### config.mk
export PLATFORM = sky130hd
export DESIGN_NAME = bus_slave_packet_deframer_flat
export DESIGN_NICKNAME = d
export VERILOG_FILES = /design/src/sv/bspd_pkg.sv /design/src/sv/bspd_if.sv /design/src/sv/bspd_ctrl.sv /design/src/sv/bspd_datapath.sv /design/src/sv/bus_slave_packet_deframer.sv /design/src/flat_wrapper.sv
export SDC_FILE = /design/constraint.sdc
export NUM_CORES = 1
export LEC_CHECK = 0
export ABC_AREA = 1
export BUFFER_PORTS_ARGS = -buffer_cell sky130_fd_sc_hd__clkbuf_2
export CORE_MARGIN = 2
export CORE_UTILIZATION = 50
export CTS_BUF_LIST = sky130_fd_sc_hd__clkbuf_4
export CTS_CLUSTER_SIZE = 40
export DETAILED_ROUTE_END_ITERATION = 8
export GPL_TIMING_DRIVEN = 0
export PLACE_DENSITY = 0.67
export RECOVER_POWER = 100
export SYNTH_ARGS = -nofsm -noshare
export SYNTH_HDL_FRONTEND = slang
export SYNTH_SLANG_ARGS = --single-unit
### constraint.sdc
create_clock -name clk -period 3.7 [get_ports clk]
set_input_delay 0.555 -clock clk [delete_from_list [all_inputs] [get_ports clk]]
set_output_delay 0.555 -clock clk [all_outputs]
set_load 0.02 [all_outputs]
### src/sv/bspd_pkg.sv
// ----------------------------------------------------------------------------
// bspd_pkg: shared types and constants of the bus slave packet deframer
// Byte codes, packet kinds, parser states and the command and status
// groups that join the controller to the datapath.
// ----------------------------------------------------------------------------
`default_nettype none

package bspd_pkg;

    localparam logic [7:0] HEAD_SERVICE = 8'h01;
    localparam logic [7:0] HEAD_REGULAR = 8'h02;
    localparam logic [7:0] HEAD_GROUP   = 8'h03;
    localparam logic [7:0] ESC_PREFIX   = 8'h00;
    localparam logic [7:0] ESC_SHIFT    = 8'h04;
    localparam logic [7:0] REPLY_BIT    = 8'h80;

    localparam logic [1:0] KIND_REGULAR = 2'd0;
    localparam logic [1:0] KIND_SERVICE = 2'd1;
    localparam logic [1:0] KIND_GROUP   = 2'd2;

    localparam logic [6:0] DEVICE_ADDRESS_RESET = 7'd1;

    typedef enum logic [2:0] {
        ST_READY,
        ST_GRP_ADDR,
        ST_GRP_MASK,
        ST_ADDR,
        ST_LENGTH,
        ST_DATA,
        ST_CHECKSUM,
        ST_DRAIN
    } parse_state_t;

    // Controller to datapath
    typedef struct packed {
        logic beat;         // input byte accepted this cycle
        logic load_kind;    // header byte: take the packet kind
        logic grp_addr;     // group address byte: hold it, start the sum
        logic grp_mask;     // mask byte: hold it, add to the sum
        logic addr;         // exact address byte: start the sum
        logic length;       // length byte: hold it, add to sum, clear fill
        logic store;        // payload byte
        logic start_drain;  // good checksum: rewind the read pointer
        logic drain_load;   // move one result into the output register
    } bspd_cmd_t;

    // Datapath to controller
    typedef struct packed {
        logic hdr_addr;     // service or regular header
        logic hdr_group;    // group header
        logic esc_prefix;   // raw escape byte
        logic reply;        // unescaped byte has the reply bit
        logic addr_ok;      // exact address match
        logic mask_ok;      // masked group address match
        logic len_zero;     // length byte is zero
        logic fill_hit;     // fill count after this byte equals the length
        logic sum_ok;       // checksum closes the sum to zero
        logic out_free;     // output register can take a result
        logic drain_last;   // result being drained is the last one
    } bspd_status_t;

endpackage

`default_nettype wire

### src/sv/bspd_if.sv
// ----------------------------------------------------------------------------
// bspd_if: channel interfaces of the bus slave packet deframer
// Received byte channel, result channel and configuration write channel.
// ----------------------------------------------------------------------------
`default_nettype none

interface bspd_rx_if;
    logic       valid;
    logic       ready;
    logic [7:0] rx_byte;

    modport source (output valid, output rx_byte, input ready);
    modport sink   (input valid, input rx_byte, output ready);
endinterface

interface bspd_res_if;
    logic       valid;
    logic       ready;
    logic [1:0] packet_kind;
    logic [7:0] payload_byte;
    logic [3:0] byte_index;
    logic       payload_empty;
    logic       last_of_packet;

    modport source (output valid, output packet_kind, output payload_byte,
                    output byte_index, output payload_empty,
                    output last_of_packet, input ready);
    modport sink   (input valid, input packet_kind, input payload_byte,
                    input byte_index, input payload_empty,
                    input last_of_packet, output ready);
endinterface

interface bspd_cfg_if;
    logic       valid;
    logic       ready;
    logic [6:0] device_address;

    modport source (output valid, output device_address, input ready);
    modport sink   (input valid, input device_address, output ready);
endinterface

`default_nettype wire

### src/sv/bspd_ctrl.sv
// ----------------------------------------------------------------------------
// bspd_ctrl: parser controller
// Walks the header, address, mask, length, payload and checksum fields,
// then drains the buffered payload one result per cycle while the receiver takes them.
// ----------------------------------------------------------------------------
`default_nettype none

module bspd_ctrl (
    input  wire                     clk,
    input  wire                     rst_n,
    input  wire                     rx_valid,
    output logic                    rx_ready,
    input  wire bspd_pkg::bspd_status_t status,
    output bspd_pkg::bspd_cmd_t     cmd
);
    import bspd_pkg::*;

    parse_state_t state_reg;
    parse_state_t state_next;
    logic         beat;
    logic         data_beat;

    assign rx_ready  = (state_reg != ST_DRAIN);
    assign beat      = rx_valid && rx_ready;
    assign data_beat = beat && !status.hdr_addr && !status.hdr_group && !status.esc_prefix;

    always_ff @(posedge clk or negedge rst_n)
    begin
        if (!rst_n)
        begin
            state_reg <= ST_READY;
        end
        else
        begin
            state_reg <= state_next;
        end
    end

    // Next state
    always_comb
    begin
        state_next = state_reg;
        if (state_reg == ST_DRAIN)
        begin
            if (status.out_free && status.drain_last)
            begin
                state_next = ST_READY;
            end
        end
        else if (beat)
        begin
            priority if (status.hdr_addr)
            begin
                state_next = ST_ADDR;
            end
            else if (status.hdr_group)
            begin
                state_next = ST_GRP_ADDR;
            end
            else if (status.esc_prefix)
            begin
                state_next = state_reg;
            end
            else
            begin
                unique case (state_reg)
                    ST_GRP_ADDR: state_next = status.reply ? ST_READY : ST_GRP_MASK;
                    ST_GRP_MASK: state_next = status.mask_ok ? ST_LENGTH : ST_READY;
                    ST_ADDR:     state_next = status.addr_ok ? ST_LENGTH : ST_READY;
                    ST_LENGTH:   state_next = status.len_zero ? ST_CHECKSUM : ST_DATA;
                    ST_DATA:     state_next = status.fill_hit ? ST_CHECKSUM : ST_DATA;
                    ST_CHECKSUM: state_next = status.sum_ok ? ST_DRAIN : ST_READY;
                    default:     state_next = ST_READY;
                endcase
            end
        end
    end

    // Commands
    always_comb
    begin
        cmd             = '0;
        cmd.beat        = beat;
        cmd.load_kind   = beat && (status.hdr_addr || status.hdr_group);
        cmd.grp_addr    = data_beat && (state_reg == ST_GRP_ADDR) && !status.reply;
        cmd.grp_mask    = data_beat && (state_reg == ST_GRP_MASK) && status.mask_ok;
        cmd.addr        = data_beat && (state_reg == ST_ADDR) && status.addr_ok;
        cmd.length      = data_beat && (state_reg == ST_LENGTH);
        cmd.store       = data_beat && (state_reg == ST_DATA);
        cmd.start_drain = data_beat && (state_reg == ST_CHECKSUM) && status.sum_ok;
        cmd.drain_load  = (state_reg == ST_DRAIN) && status.out_free;
    end

endmodule

`default_nettype wire

### src/sv/bspd_datapath.sv
// ----------------------------------------------------------------------------
// bspd_datapath: deframer datapath
// Unescaping, address checks, running checksum, payload buffer and the
// output register.
// ----------------------------------------------------------------------------
`default_nettype none

module bspd_datapath #(
    parameter int BUFFER_DEPTH = 16
) (
    input  wire                     clk,
    input  wire                     rst_n,
    input  wire  [7:0]              rx_byte,
    input  wire                     cfg_we,
    input  wire  [6:0]              cfg_device_address,
    input  wire bspd_pkg::bspd_cmd_t cmd,
    output bspd_pkg::bspd_status_t  status,
    input  wire                     out_ready,
    output logic                    out_valid,
    output logic [1:0]              packet_kind,
    output logic [7:0]              payload_byte,
    output logic [3:0]              byte_index,
    output logic                    payload_empty,
    output logic                    last_of_packet
);
    import bspd_pkg::*;

    localparam int AW = (BUFFER_DEPTH > 1) ? $clog2(BUFFER_DEPTH) : 1;
    localparam int FW = $clog2(BUFFER_DEPTH + 1);

    logic [6:0]    dev_addr_reg;
    logic          esc_reg;
    logic [1:0]    kind_reg;
    logic [7:0]    group_reg;
    logic [7:0]    length_reg;
    logic [FW-1:0] fill_reg;
    logic [7:0]    sum_reg;
    logic [7:0]    mem [BUFFER_DEPTH];
    logic [AW-1:0] rd_ptr_reg;
    logic [AW-1:0] rd_ptr_next;
    logic [7:0]    rd_data_reg;

    logic          out_valid_reg;
    logic [1:0]    kind_out_reg;
    logic [7:0]    byte_out_reg;
    logic [3:0]    index_out_reg;
    logic          empty_out_reg;
    logic          last_out_reg;

    logic [7:0]    d;
    logic [7:0]    dev8;
    logic          fill_room;
    logic [FW-1:0] fill_after;
    logic          drain_empty;
    logic          drain_last;

    assign d           = esc_reg ? (rx_byte - ESC_SHIFT) : rx_byte;
    assign dev8        = {1'b0, dev_addr_reg};
    assign fill_room   = (fill_reg < FW'(BUFFER_DEPTH));
    assign fill_after  = fill_reg + FW'(fill_room);
    assign drain_empty = (fill_reg == '0);
    assign drain_last  = drain_empty || ((FW'(rd_ptr_reg) + FW'(1)) == fill_reg);

    always_comb
    begin
        status            = '0;
        status.hdr_addr   = (rx_byte == HEAD_SERVICE) || (rx_byte == HEAD_REGULAR);
        status.hdr_group  = (rx_byte == HEAD_GROUP);
        status.esc_prefix = (rx_byte == ESC_PREFIX);
        status.reply      = ((d & REPLY_BIT) != 8'h00);
        status.addr_ok    = (d == dev8);
        status.mask_ok    = ((d & group_reg) == (d & dev8));
        status.len_zero   = (d == 8'h00);
        status.fill_hit   = (8'(fill_after) == length_reg);
        status.sum_ok     = ((d + sum_reg) == 8'h00);
        status.out_free   = !out_valid_reg || out_ready;
        status.drain_last = drain_last;
    end

    // Control registers
    always_ff @(posedge clk or negedge rst_n)
    begin
        if (!rst_n)
        begin
            dev_addr_reg <= DEVICE_ADDRESS_RESET;
            esc_reg      <= 1'b0;
            kind_reg     <= KIND_REGULAR;
            group_reg    <= 8'h00;
            length_reg   <= 8'h00;
            fill_reg     <= '0;
            sum_reg      <= 8'h00;
            rd_ptr_reg   <= '0;
        end
        else
        begin
            if (cfg_we)
            begin
                dev_addr_reg <= cfg_device_address;
            end
            if (cmd.beat)
            begin
                priority if (status.hdr_addr || status.hdr_group)
                begin
                    esc_reg <= 1'b0;
                end
                else if (status.esc_prefix)
                begin
                    esc_reg <= 1'b1;
                end
                else
                begin
                    esc_reg <= 1'b0;
                end
            end
            if (cmd.load_kind)
            begin
                priority if (rx_byte == HEAD_SERVICE)
                begin
                    kind_reg <= KIND_SERVICE;
                end
                else if (rx_byte == HEAD_REGULAR)
                begin
                    kind_reg <= KIND_REGULAR;
                end
                else
                begin
                    kind_reg <= KIND_GROUP;
                end
            end
            if (cmd.grp_addr)
            begin
                group_reg <= d;
                sum_reg   <= d;
            end
            if (cmd.grp_mask)
            begin
                group_reg <= d;
                sum_reg   <= sum_reg + d;
            end
            if (cmd.addr)
            begin
                sum_reg <= d;
            end
            if (cmd.length)
            begin
                sum_reg    <= sum_reg + d;
                length_reg <= d;
                fill_reg   <= '0;
            end
            if (cmd.store && fill_room)
            begin
                sum_reg  <= sum_reg + d;
                fill_reg <= fill_after;
            end
            rd_ptr_reg <= rd_ptr_next;
        end
    end

    // Rewind on a good checksum; advance on each drained result, but
    // hold at the last one so the read address stays inside the buffer.
    always_comb
    begin
        rd_ptr_next = rd_ptr_reg;
        if (cmd.start_drain)
        begin
            rd_ptr_next = '0;
        end
        else if (cmd.drain_load && !drain_last)
        begin
            rd_ptr_next = rd_ptr_reg + AW'(1);
        end
    end

    // Payload buffer: one write port, registered read
    always_ff @(posedge clk)
    begin
        if (cmd.store && fill_room)
        begin
            mem[fill_reg[AW-1:0]] <= d;
        end
        rd_data_reg <= mem[rd_ptr_next];
    end

    // Output register
    always_ff @(posedge clk or negedge rst_n)
    begin
        if (!rst_n)
        begin
            out_valid_reg <= 1'b0;
        end
        else if (cmd.drain_load)
        begin
            out_valid_reg <= 1'b1;
        end
        else if (out_ready)
        begin
            out_valid_reg <= 1'b0;
        end
    end

    always_ff @(posedge clk)
    begin
        if (cmd.drain_load)
        begin
            kind_out_reg  <= kind_reg;
            byte_out_reg  <= drain_empty ? 8'h00 : rd_data_reg;
            index_out_reg <= drain_empty ? 4'd0 : 4'(rd_ptr_reg);
            empty_out_reg <= drain_empty;
            last_out_reg  <= drain_last;
        end
    end

    assign out_valid      = out_valid_reg;
    assign packet_kind    = kind_out_reg;
    assign payload_byte   = byte_out_reg;
    assign byte_index     = index_out_reg;
    assign payload_empty  = empty_out_reg;
    assign last_of_packet = last_out_reg;

endmodule

`default_nettype wire

### src/sv/bus_slave_packet_deframer.sv
// ----------------------------------------------------------------------------
// bus_slave_packet_deframer: bus slave receive deframer
// Parses received bus bytes and emits the payload of packets addressed here.
// ----------------------------------------------------------------------------
// Usage:
//   rx   - one received serial byte per beat. Headers 0x01/0x02/0x03 restart
//          parsing anywhere; 0x00 escapes the next byte (minus 4).
//   res  - one beat per payload byte of a good packet, in order, with its
//          kind and index; the final beat carries last_of_packet. A good
//          packet with no payload gives a single beat with payload_empty.
//   cfg  - write of device_address; write only while the block is idle.
// Timing:
//   A byte that does not close a packet is accepted with rx.ready held high.
//   A good checksum starts a drain of the payload buffer: the first result
//   passes the state register and then the output register, then one result
//   per cycle leaves the output register while the receiver takes them, and
//   rx.ready stays low until the last result is loaded. The drain rate is
//   set by the single registered read port of the buffer.
//   A stalled receiver holds the output register and freezes the drain.
// Reset:
//   rst_n clears the parser to wait for a header and sets device_address to
//   1. The payload buffer is not cleared; only written entries are read.
// ----------------------------------------------------------------------------
`default_nettype none

module bus_slave_packet_deframer #(
    parameter int BUFFER_DEPTH = 16
) (
    input wire         clk,
    input wire         rst_n,
    bspd_rx_if.sink    rx,
    bspd_res_if.source res,
    bspd_cfg_if.sink   cfg
);
    import bspd_pkg::*;

    bspd_cmd_t    cmd;
    bspd_status_t status;

    // Configuration writes are always taken.
    assign cfg.ready = 1'b1;

    // Sequence the fields and the drain.
    bspd_ctrl u_ctrl (
        .clk      (clk),
        .rst_n    (rst_n),
        .rx_valid (rx.valid),
        .rx_ready (rx.ready),
        .status   (status),
        .cmd      (cmd)
    );

    // Unescape, check, sum, buffer and present results.
    bspd_datapath #(
        .BUFFER_DEPTH (BUFFER_DEPTH)
    ) u_datapath (
        .clk                (clk),
        .rst_n              (rst_n),
        .rx_byte            (rx.rx_byte),
        .cfg_we             (cfg.valid && cfg.ready),
        .cfg_device_address (cfg.device_address),
        .cmd                (cmd),
        .status             (status),
        .out_ready          (res.ready),
        .out_valid          (res.valid),
        .packet_kind        (res.packet_kind),
        .payload_byte       (res.payload_byte),
        .byte_index         (res.byte_index),
        .payload_empty      (res.payload_empty),
        .last_of_packet     (res.last_of_packet)
    );

    // A good checksum must block further input while the drain runs.
    a_drain_blocks_input: assert property (@(posedge clk) disable iff (!rst_n)
        cmd.start_drain |=> !rx.ready)
        else $error("input accepted at the start of a drain");

    // A result that is not the last one means the drain is still running.
    a_mid_packet_blocks: assert property (@(posedge clk) disable iff (!rst_n)
        (res.valid && !res.last_of_packet) |-> !rx.ready)
        else $error("input ready while a packet is part-way out");

    // An empty packet is a single, last, zero result.
    a_empty_result: assert property (@(posedge clk) disable iff (!rst_n)
        (res.valid && res.payload_empty) |->
            (res.last_of_packet && (res.payload_byte == 8'h00) &&
             (res.byte_index == 4'd0)))
        else $error("malformed empty-packet result");

endmodule

`default_nettype wire
### src/flat_wrapper.sv
// flat-port wrapper written by rule: the top's interface ports become plain ports
module bus_slave_packet_deframer_flat import bspd_pkg::*;
#(
    parameter int BUFFER_DEPTH = 16
)
  (clk, rst_n, rx_valid, rx_rx_byte, rx_ready, res_valid, res_packet_kind, res_payload_byte, res_byte_index, res_payload_empty, res_last_of_packet, res_ready, cfg_valid, cfg_device_address, cfg_ready);
  bspd_rx_if rx_i ();
  bspd_res_if res_i ();
  bspd_cfg_if cfg_i ();
  input wire clk;
  input wire rst_n;
  input wire logic [$bits(rx_i.valid)-1:0] rx_valid;
  input wire logic [$bits(rx_i.rx_byte)-1:0] rx_rx_byte;
  output wire logic [$bits(rx_i.ready)-1:0] rx_ready;
  output wire logic [$bits(res_i.valid)-1:0] res_valid;
  output wire logic [$bits(res_i.packet_kind)-1:0] res_packet_kind;
  output wire logic [$bits(res_i.payload_byte)-1:0] res_payload_byte;
  output wire logic [$bits(res_i.byte_index)-1:0] res_byte_index;
  output wire logic [$bits(res_i.payload_empty)-1:0] res_payload_empty;
  output wire logic [$bits(res_i.last_of_packet)-1:0] res_last_of_packet;
  input wire logic [$bits(res_i.ready)-1:0] res_ready;
  input wire logic [$bits(cfg_i.valid)-1:0] cfg_valid;
  input wire logic [$bits(cfg_i.device_address)-1:0] cfg_device_address;
  output wire logic [$bits(cfg_i.ready)-1:0] cfg_ready;
  assign rx_i.valid = rx_valid;
  assign rx_i.rx_byte = rx_rx_byte;
  assign rx_ready = rx_i.ready;
  assign res_valid = res_i.valid;
  assign res_packet_kind = res_i.packet_kind;
  assign res_payload_byte = res_i.payload_byte;
  assign res_byte_index = res_i.byte_index;
  assign res_payload_empty = res_i.payload_empty;
  assign res_last_of_packet = res_i.last_of_packet;
  assign res_i.ready = res_ready;
  assign cfg_i.valid = cfg_valid;
  assign cfg_i.device_address = cfg_device_address;
  assign cfg_ready = cfg_i.ready;
  bus_slave_packet_deframer #(.BUFFER_DEPTH(BUFFER_DEPTH)) u_core (.clk(clk), .rst_n(rst_n), .rx(rx_i), .res(res_i), .cfg(cfg_i));
endmodule
==> summary.md, run 1 <==
| Metric | Value |
|---|---|
| Status | finished, violations left |
| Failing checks | capacitance limit, slew limit |
| Final setup fails | 0 |
| Peak VDD IR | 0.266 mV |
| Crit Path Category | reg2reg |
| Worst Max-Slew Pin Slew | 1630 ps |
| Initial antenna violation count | 1 |
| Hold Slack | 140 ps |
| Fin. Hold Viols | 0 |
| Hold WC Path Type | in2reg |
| Synth Area in Simple Gates | 26.5% |
| Delay-heaviest family, CP | simple AND/OR/NAND/NOR gates |
| Nets | 1,113 |
| Post-synth EDFFs | 144 |
| Crit end category | flip-flop |
| CORE AREA | 19,400 sq um |
| # rows | 51 |
| Drt wl/cell | 16.9 um |
| Largest family of logic cells by synthesized area | simple AND/OR/NAND/NOR gates |
| CP max FO | 10 |
| Layout Cells excl Fill | 1,352 |
| Place WS | -742 ps |
| Multiplexer share of the synthesized area | 0.802% |
| Seq cells post-synth | 199 |
| Tot GR Track Use | 23.0% |
| DRC | 0 |
| Die ar. | 20,800 sq um |
| Routed WL | 22,900 um |
| Crit path largest cell delay | 420 ps |
| Die width | 144 um |
| Post-DP HPWL | 15,700 um |
| Vias | 7,124 |
| Seq/Total Area, Yosys | 57.6% |
| CTS max path bufs | 2 |
| Ys Warns | 0 |
| Worst setup SP type | flip-flop |
| Vias in the first global route | 6,463 |
| Share of layout cells above drive strength 1 | 11.5% |
| Fillers | 1,780 |
| DRT iter0 DRCs | 535 |
| CP arrival | 3980 ps |
| Avg Vias per Cell | 5.27 |
| Post-route ant nets | 0 |
| Xor/xnor share of the synthesized area | 1.32% |
| Unrepaired setup endpoints after global routing | no |
| Slowest CP cell | xor2_4 |
| Top layer reached by signal wires | met4 |
| PD cells | 610 nW/um^2 |
| Async S/R FF share, synth | 23.6% |
| Avg Cell Area, Syn | 9.71 sq um |
| Htree depth | 4 |
| Period minus WS final | 3480 ps |
| Synthesized area | 9830 sq um |
| Largest register FFs | 128 |
| Critical-path cell list | buf_4 > nand4_1 > xor2_4 > ha_1 > nand2_1 > inv_1 > nand2_1 > nand2_1 > a21oi_1 > inv_1 > nand2_1 > nand2_1 > inv_2 > nand3_4 > nand2_2 > clkbuf_4 > nand2_1 > nand3_1 > nand3_1 > nand3_1 > nand2_1 |
| Max Freq | 0.287 GHz |
| WP data required | 4200 ps |
| Clk slew on worst S/H paths | 170 ps |
| Initial Util | 50.7% |
| Largest net degree at the start of global routing | 48 |
| Clock Skew | 23.6 ps |
| Max cap viols | 1 |
| Synth Area in Compound Gates | 2.96% |
| Die span in y | 144 um |
| Most frequent cell on the critical path | nand2_1 |
| PortBufs | 36 |
| Dpl cells | 1,315 |
| CTS Buf Count | 17 |
| Max Slew Vio Count | 29 |
| Dpl cell area | 10,400 sq um |
| Syn Nets | 1,053 |
| Clock sinks | 199 |
| DR WL met2 | 11,200 um |
| First-pass GRT wire length | 35,300 um |
| Worst slew margin | -8.39% |
| Overflow left after global routing | 0 |
| Worst skew pair latency | 590 ps |
| RePlAce Congestion | 0.916 |
| Synth Flop Type | edfxtp_1 |
| Cell area after layout | 10,700 sq um |
| Pleak | 4.60 nW |
| Distinct cell type count after synthesis | 49 |
| First-pass DRT Iterations | 5 |
| CTS tree | built |
| Synth-to-Final Area Change | 8.55% |
| CTS root buffer | clkbuf_4 |
| Worst Path Buf+Inv | 5 |
| Routed wl met3 | 1070 um |
| Post-synthesis cell count | 1,013 |
| Io pins | 39 |
| Final worst slack | 221 ps |
| M1 WL | 10,000 um |
| Period utilisation layout | 94.0% |
| Adder-Cell Fraction of Synth Area | 2.62% |
[per-layer routing]
layer	vias to the layer above	track usage (%)
li1	3509	-
met1	3383	30.4
met2	194	38.6
met3	38	4.17
met4	0	7.87
met5	-	0
[layout by cell type, fill, tap and decap left out, drive strengths merged, types with 5 or more instances in the layout]
cell    Yosys  routed
nand4      22      22
buf        33      31
dfrtp      46      46
dfxtp       8       8
clkbuf      3      61
xor2        9      10
mux2        7       7
nor3       11      11
o21ai      27      27
xnor2       5       5
edfxtp    144     144
ha         19      19
nand3     141     141
nand2     204     204
a21oi      11      11
nor2      118     118
inv       139     146
nand3b     43      43
[area by class of cell]
cell class | count | area (sq um) | share of cell area [%]
Inverter | 139 | 527 | 4.93
Clock inverter | 15 | 188 | 1.76
Antenna cell | 1 | 2.50 | 0.0234
Sequential cell | 199 | 5660 | 53.0
Timing Repair Buffer | 40 | 181 | 1.70
Tap cell | 265 | 332 | 3.11
Clock buffer | 17 | 128 | 1.20
Buffer | 36 | 278 | 2.60
Multi-Input combinational cell | 640 | 3380 | 31.6
[cells in the mapped netlist, types with 2 or more instances]
library cell  instances  share of area (%)
xor2_1                8               0.71
nand3_1             136                6.9
o41ai_1               2               0.18
xnor2_1               5               0.45
nor3_1               10               0.51
buf_4                10               0.76
inv_1               125                4.8
a21boi_0              2               0.15
nand3_2               4               0.41
inv_2                12               0.46
a21oi_2               4               0.36
nand3b_1             43                3.3
dfrtp_1              46                 12
nand2_2               7               0.45
ha_1                 19                2.4
nand2_1             197                7.5
buf_6                13                1.5
edfxtp_1            144                 44
nor4_1                2               0.13
nor2_4                3               0.34
dfxtp_1               8                1.6
o21ai_1               4               0.20
nor2_1              111                4.2
or2_2                 2               0.13
nor2_2                3               0.19
a21oi_1               7               0.36
inv_4                 2               0.13
mux2_2                7               0.80
o21ai_0              22                1.1
buf_2                10               0.51
o21a_1                2               0.15
o22ai_1               3               0.19
nand4_1              22                1.4
clkbuf_1              3               0.11
[logic make-up (layout without fill, tap and decap cells)]
group,count (synthesis),count (layout)
AND/OR/NAND/NOR,548,548
flip-flops,199,199
buffers and inverters,175,247
AO/OA/AOI/OAI,49,49
adder cells (fa/ha/maj),20,20
XOR/XNOR,14,15
multiplexers,7,7
other,1,2
[final timing paths]
path	end	slack [ps]	cells after the start	startpoint
setup / recovery	u_core.u_datapath.rd_data_reg[2]	220	21	u_core.u_datapath.esc_reg
hold / removal	u_core.u_datapath.out_valid	140	2	res_ready
setup reg to reg	u_core.u_datapath.rd_data_reg[2]	220	21	u_core.u_datapath.esc_reg
hold reg to reg	u_core.u_datapath.packet_kind[0]	470	0	u_core.u_datapath.kind_reg[0]
max in group asynchronous	u_core.u_datapath.length_reg[1]	1020	3	rst_n
min in group asynchronous	u_core.u_datapath.sum_reg[2]	640	2	rst_n
[where the power goes]
group / switching (W) / internal (W) / total, W
Clock: 0.000806 / 0.000434 / 0.00124
Combinational: 0.00157 / 0.000877 / 0.00245
Sequential: 0.000183 / 0.00264 / 0.00282
[through the flow]
stage               total power, W  utilization (%)  setup TNS [ps]
global route               0.00694             55.0               0
detailed placement         0.00530             53.4           -7950
finish                     0.00651             55.0               0
CTS                        0.00652             55.3               0
floorplan                  0.00461                -               0
global placement           0.00526             53.3          -20700
[what timing repair did]
item                       in CTS  in global routing
pin swaps                       1                  0
setup buffers                   1                  0
cloned                          1                  0
hold buffers                    0                  1
setup endpoints to repair       8                  8
hold endpoints to repair        0                 18
gates resized for setup         4                  7
(Power assumes the default switching activity.)
==> run 2, diff against run 1 <==
--- a/config.mk
+++ b/config.mk
@@ -8,12 +8,12 @@
 export ABC_AREA = 1
 export BUFFER_PORTS_ARGS = -buffer_cell sky130_fd_sc_hd__clkbuf_2
 export CORE_MARGIN = 2
-export CORE_UTILIZATION = 50
+export CORE_UTILIZATION = 54
 export CTS_BUF_LIST = sky130_fd_sc_hd__clkbuf_4
 export CTS_CLUSTER_SIZE = 40
 export DETAILED_ROUTE_END_ITERATION = 8
 export GPL_TIMING_DRIVEN = 0
-export PLACE_DENSITY = 0.67
+export PLACE_DENSITY = 0.71
 export RECOVER_POWER = 100
 export SYNTH_ARGS = -nofsm -noshare
 export SYNTH_HDL_FRONTEND = slang
==> run 2 against run 1 <==
The run still ends with capacitance limit, slew limit left. Clock-buffer cell count is the same. Critical path type is now in2reg. Combinational power is essentially flat. Clock skew grew 5.2 ps.
==> summary.md, run 2 (synthesis results as in run 1) <==
| Metric | Value |
|---|---|
| Crit path from | rx_rx_byte[1] |
| DRC | 0 (unchanged) |
| Comb pwr share | 38.1% (+0.5 points) |
| CTS root buffer | clkbuf_4 |
| CORE AREA | 17,900 sq um (-7.7%) |
| Total power | 0.00647 W (-0.55%) |
| Nets | 1,113 (unchanged) |
| # rows | 49 (-3.9%) |
| Clock sinks | 199 (unchanged) |
| Die ar. | 19,300 sq um (-7.2%) |
| Post-route ant nets | 0 (unchanged) |
| Status | finished, violations left |
| Post-DP HPWL | 15,900 um (+1.4%) |
| CTS tree | built |
| Fin. Hold Viols | 0 (unchanged) |
| Net Sw Frac | 39.2% (-0.11 points) |
| Worst skew pair latency | 600 ps (about the same) |
| Dpl cells | 1,279 (-2.7%) |
| Avg Vias per Cell | 5.53 (+5.0%) |
| Final worst slack | 141 ps (-80.0 ps) |
| Routed WL | 23,200 um (+1.3%) |
| First-pass GRT wire length | 36,200 um (+2.7%) |
| Die span in y | 139 um (-3.7%) |
| Clock Skew | 28.9 ps (+5.24 ps) |
| Drt wl/cell | 17.6 um (+4.1%) |
| Layout Cells excl Fill | 1,316 (-2.7%) |
| Crit Path Category | in2reg |
| Commonest non-fill, non-tap cell in the layout | nand2_1 |
| Die width | 139 um (-3.7%) |
| Fillers | 1,567 (-12%) |
| Tot GR Track Use | 24.6% (+1.5 points) |
| Max Slew Vio Count | 41 (+41%) |
| CP max FO | 24 (+14) |
| FF-to-FF End | u_core.u_datapath.rd_data_reg[7] |
| Place WS | -718 ps (+24.3 ps) |
| Hold path cells | 2 (unchanged) |
| Crit end category | flip-flop |
| Worst slew margin | -46.1% (-38 points) |
| Clk slew on worst S/H paths | 160 ps (about the same) |
| Period utilisation layout | 96.2% (+2.2 points) |
| Worst Max-Slew Pin Slew | 2190 ps (+566 ps) |
| First-pass DRT Iterations | 5 (unchanged) |
| Psw | 0.00254 W (-0.83%) |
| Max cap viols | 1 (unchanged) |
| Internal cell power | 0.00393 W (-0.36%) |
| Overflow left after global routing | 0 (unchanged) |
| Pleak | 4.60 nW (about the same) |
| Hold Slack | 153 ps (+13.1 ps) |
| Part of the power in registers | 43.7% (+0.3 points) |
| Vias | 7,281 (+2.2%) |
| Final setup fails | 0 (unchanged) |
| RePlAce Congestion | 0.851 (-7.1%) |
| Peak VDD IR | 0.278 mV (+4.4%) |
| WP data required | 4200 ps (about the same) |
| Period minus WS final | 3560 ps (+80.0 ps) |
| CP arrival | 4060 ps (+80 ps) |
| Failing checks | capacitance limit, slew limit |
| DRT iter0 DRCs | 647 (+21%) |
| Worst setup path end | u_core.u_datapath.rd_data_reg[7] |
| Worst setup SP type | input pin |
| Commonest non-fill, non-tap cells in the layout | 199 x nand2_1, 144 x edfxtp_1, 137 x nand3_1 |
| CTS Buf Count | 17 (unchanged) |
| Hold WC Path Type | in2reg |
| Synth-to-Final Area Change | 7.94% |
| Largest register FFs | 128 (unchanged) |
| Largest net degree at the start of global routing | 48 (unchanged) |
| Htree depth | 4 (unchanged) |
| Io pins | 39 (unchanged) |
| Initial Util | 54.9% (+4.2 points) |
| Max Freq | 0.281 GHz (-2.2%) |
| Clock power frac | 18.3% (-0.7 points) |
| Worst reg-to-reg path cell count | 19 (-9.5%) |
| CTS max path bufs | 2 (unchanged) |
| PortBufs | 36 (unchanged) |
| Initial antenna violation count | 1 (unchanged) |
| PD cells | 610 nW/um^2 (about the same) |
| Unrepaired setup endpoints after global routing | no |
| Reg-to-reg startpoint | u_core.u_datapath.esc_reg |
| Share of layout cells above drive strength 1 | 11.2% (-0.28 points) |
| Reg2reg setup slack | 180 ps (-40 ps) |
| Vias in the first global route | 6,858 (+6.1%) |
run 2: cell count changes in the layout (fill, tap and decap cells not counted), sizes merged:
| cell | previous run | this run |
|---|---|---|
| clkinvlp | 2 | 1 |
| clkbuf | 61 | 60 |
| buf | 31 | 32 |
| clkinv | 4 | 5 |
run 2: worst min path at each step:
stage                             startpoint                          endpoint  slack (ps)
2_1_floorplan                          rst_n        u_core.u_ctrl.state_reg[0]         260
3_3_place_gp   u_core.u_datapath.kind_reg[1]  u_core.u_datapath.packet_kind[1]         450
3_5_place_dp   u_core.u_datapath.kind_reg[1]  u_core.u_datapath.packet_kind[1]         450
4_1_cts                            res_ready       u_core.u_datapath.out_valid         110
5_1_grt                            res_ready       u_core.u_datapath.out_valid         120
6_report                           res_ready       u_core.u_datapath.out_valid         150
run 2: power groups by stage:
stage          Sequential (W)  Combinational, W  Clock [W]
5_1_grt               0.00285           0.00273    0.00129
3_5_place_dp          0.00287           0.00243          0
3_3_place_gp          0.00287           0.00238          0
2_1_floorplan         0.00282           0.00179          0
6_report              0.00283           0.00246    0.00118
4_1_cts               0.00282           0.00244    0.00120
run 2: repair_timing:
item / CTS / global route
hold endpoints to repair: 0 / 7
resized for setup: 4 / 6
cloned: 1 / 0
hold buffers: 0 / 1
setup buffers: 1 / 0
setup endpoints to repair: 8 / 8
pin swaps: 1 / 0
run 2: cell type report:
class / instances / area (sq um) / share of cell area, %
antenna: 1 / 2.50 / 0.0236
buffer: 36 / 285 / 2.69
clock buffer: 17 / 128 / 1.20
clock inverter: 15 / 168 / 1.58
inverter: 139 / 527 / 4.96
multi-input combinational: 640 / 3380 / 31.8
sequential: 199 / 5660 / 53.3
tap: 229 / 287 / 2.70
timing repair buffer: 40 / 181 / 1.71
run 2: worst max-delay path, stage by stage:
cell and delay, ps:
clkbuf_2 550, inv_1 330, fa_1 650, inv_1 50
nor3_1 170, nand3b_1 100, nor2_1 100, nand2_1 60
nor2_1 240, nand3_4 180, nand2_2 210, clkbuf_2 250
nand2_1 70, nand3_1 120, nand3_1 160, nand3_1 140
nand2_1 100
run 2: per-stage QoR:
stage / area, sq um / setup TNS (ps) / util (%)
finish: 10600 / 0 / 59.3
global route: 10600 / 0 / 59.3
CTS: 10700 / 0 / 59.5
detailed placement: 10300 / -6640 / 57.7
global placement: 10300 / -26180 / 57.5
floorplan: 9830 / 0 / -
run 2: layer usage:
| layer | routed length (um) | part of all wire (%) | up-vias | track usage [%] |
|---|---|---|---|---|
| met2 | 11000 | 47 | 290 | 39.4 |
| met5 | 0 | 0 | - | 0 |
| met4 | 684 | 3.0 | 0 | 9.30 |
| met1 | 9730 | 42 | 3439 | 33.7 |
| met3 | 1780 | 7.7 | 53 | 4.70 |
| li1 | - | - | 3499 | - |
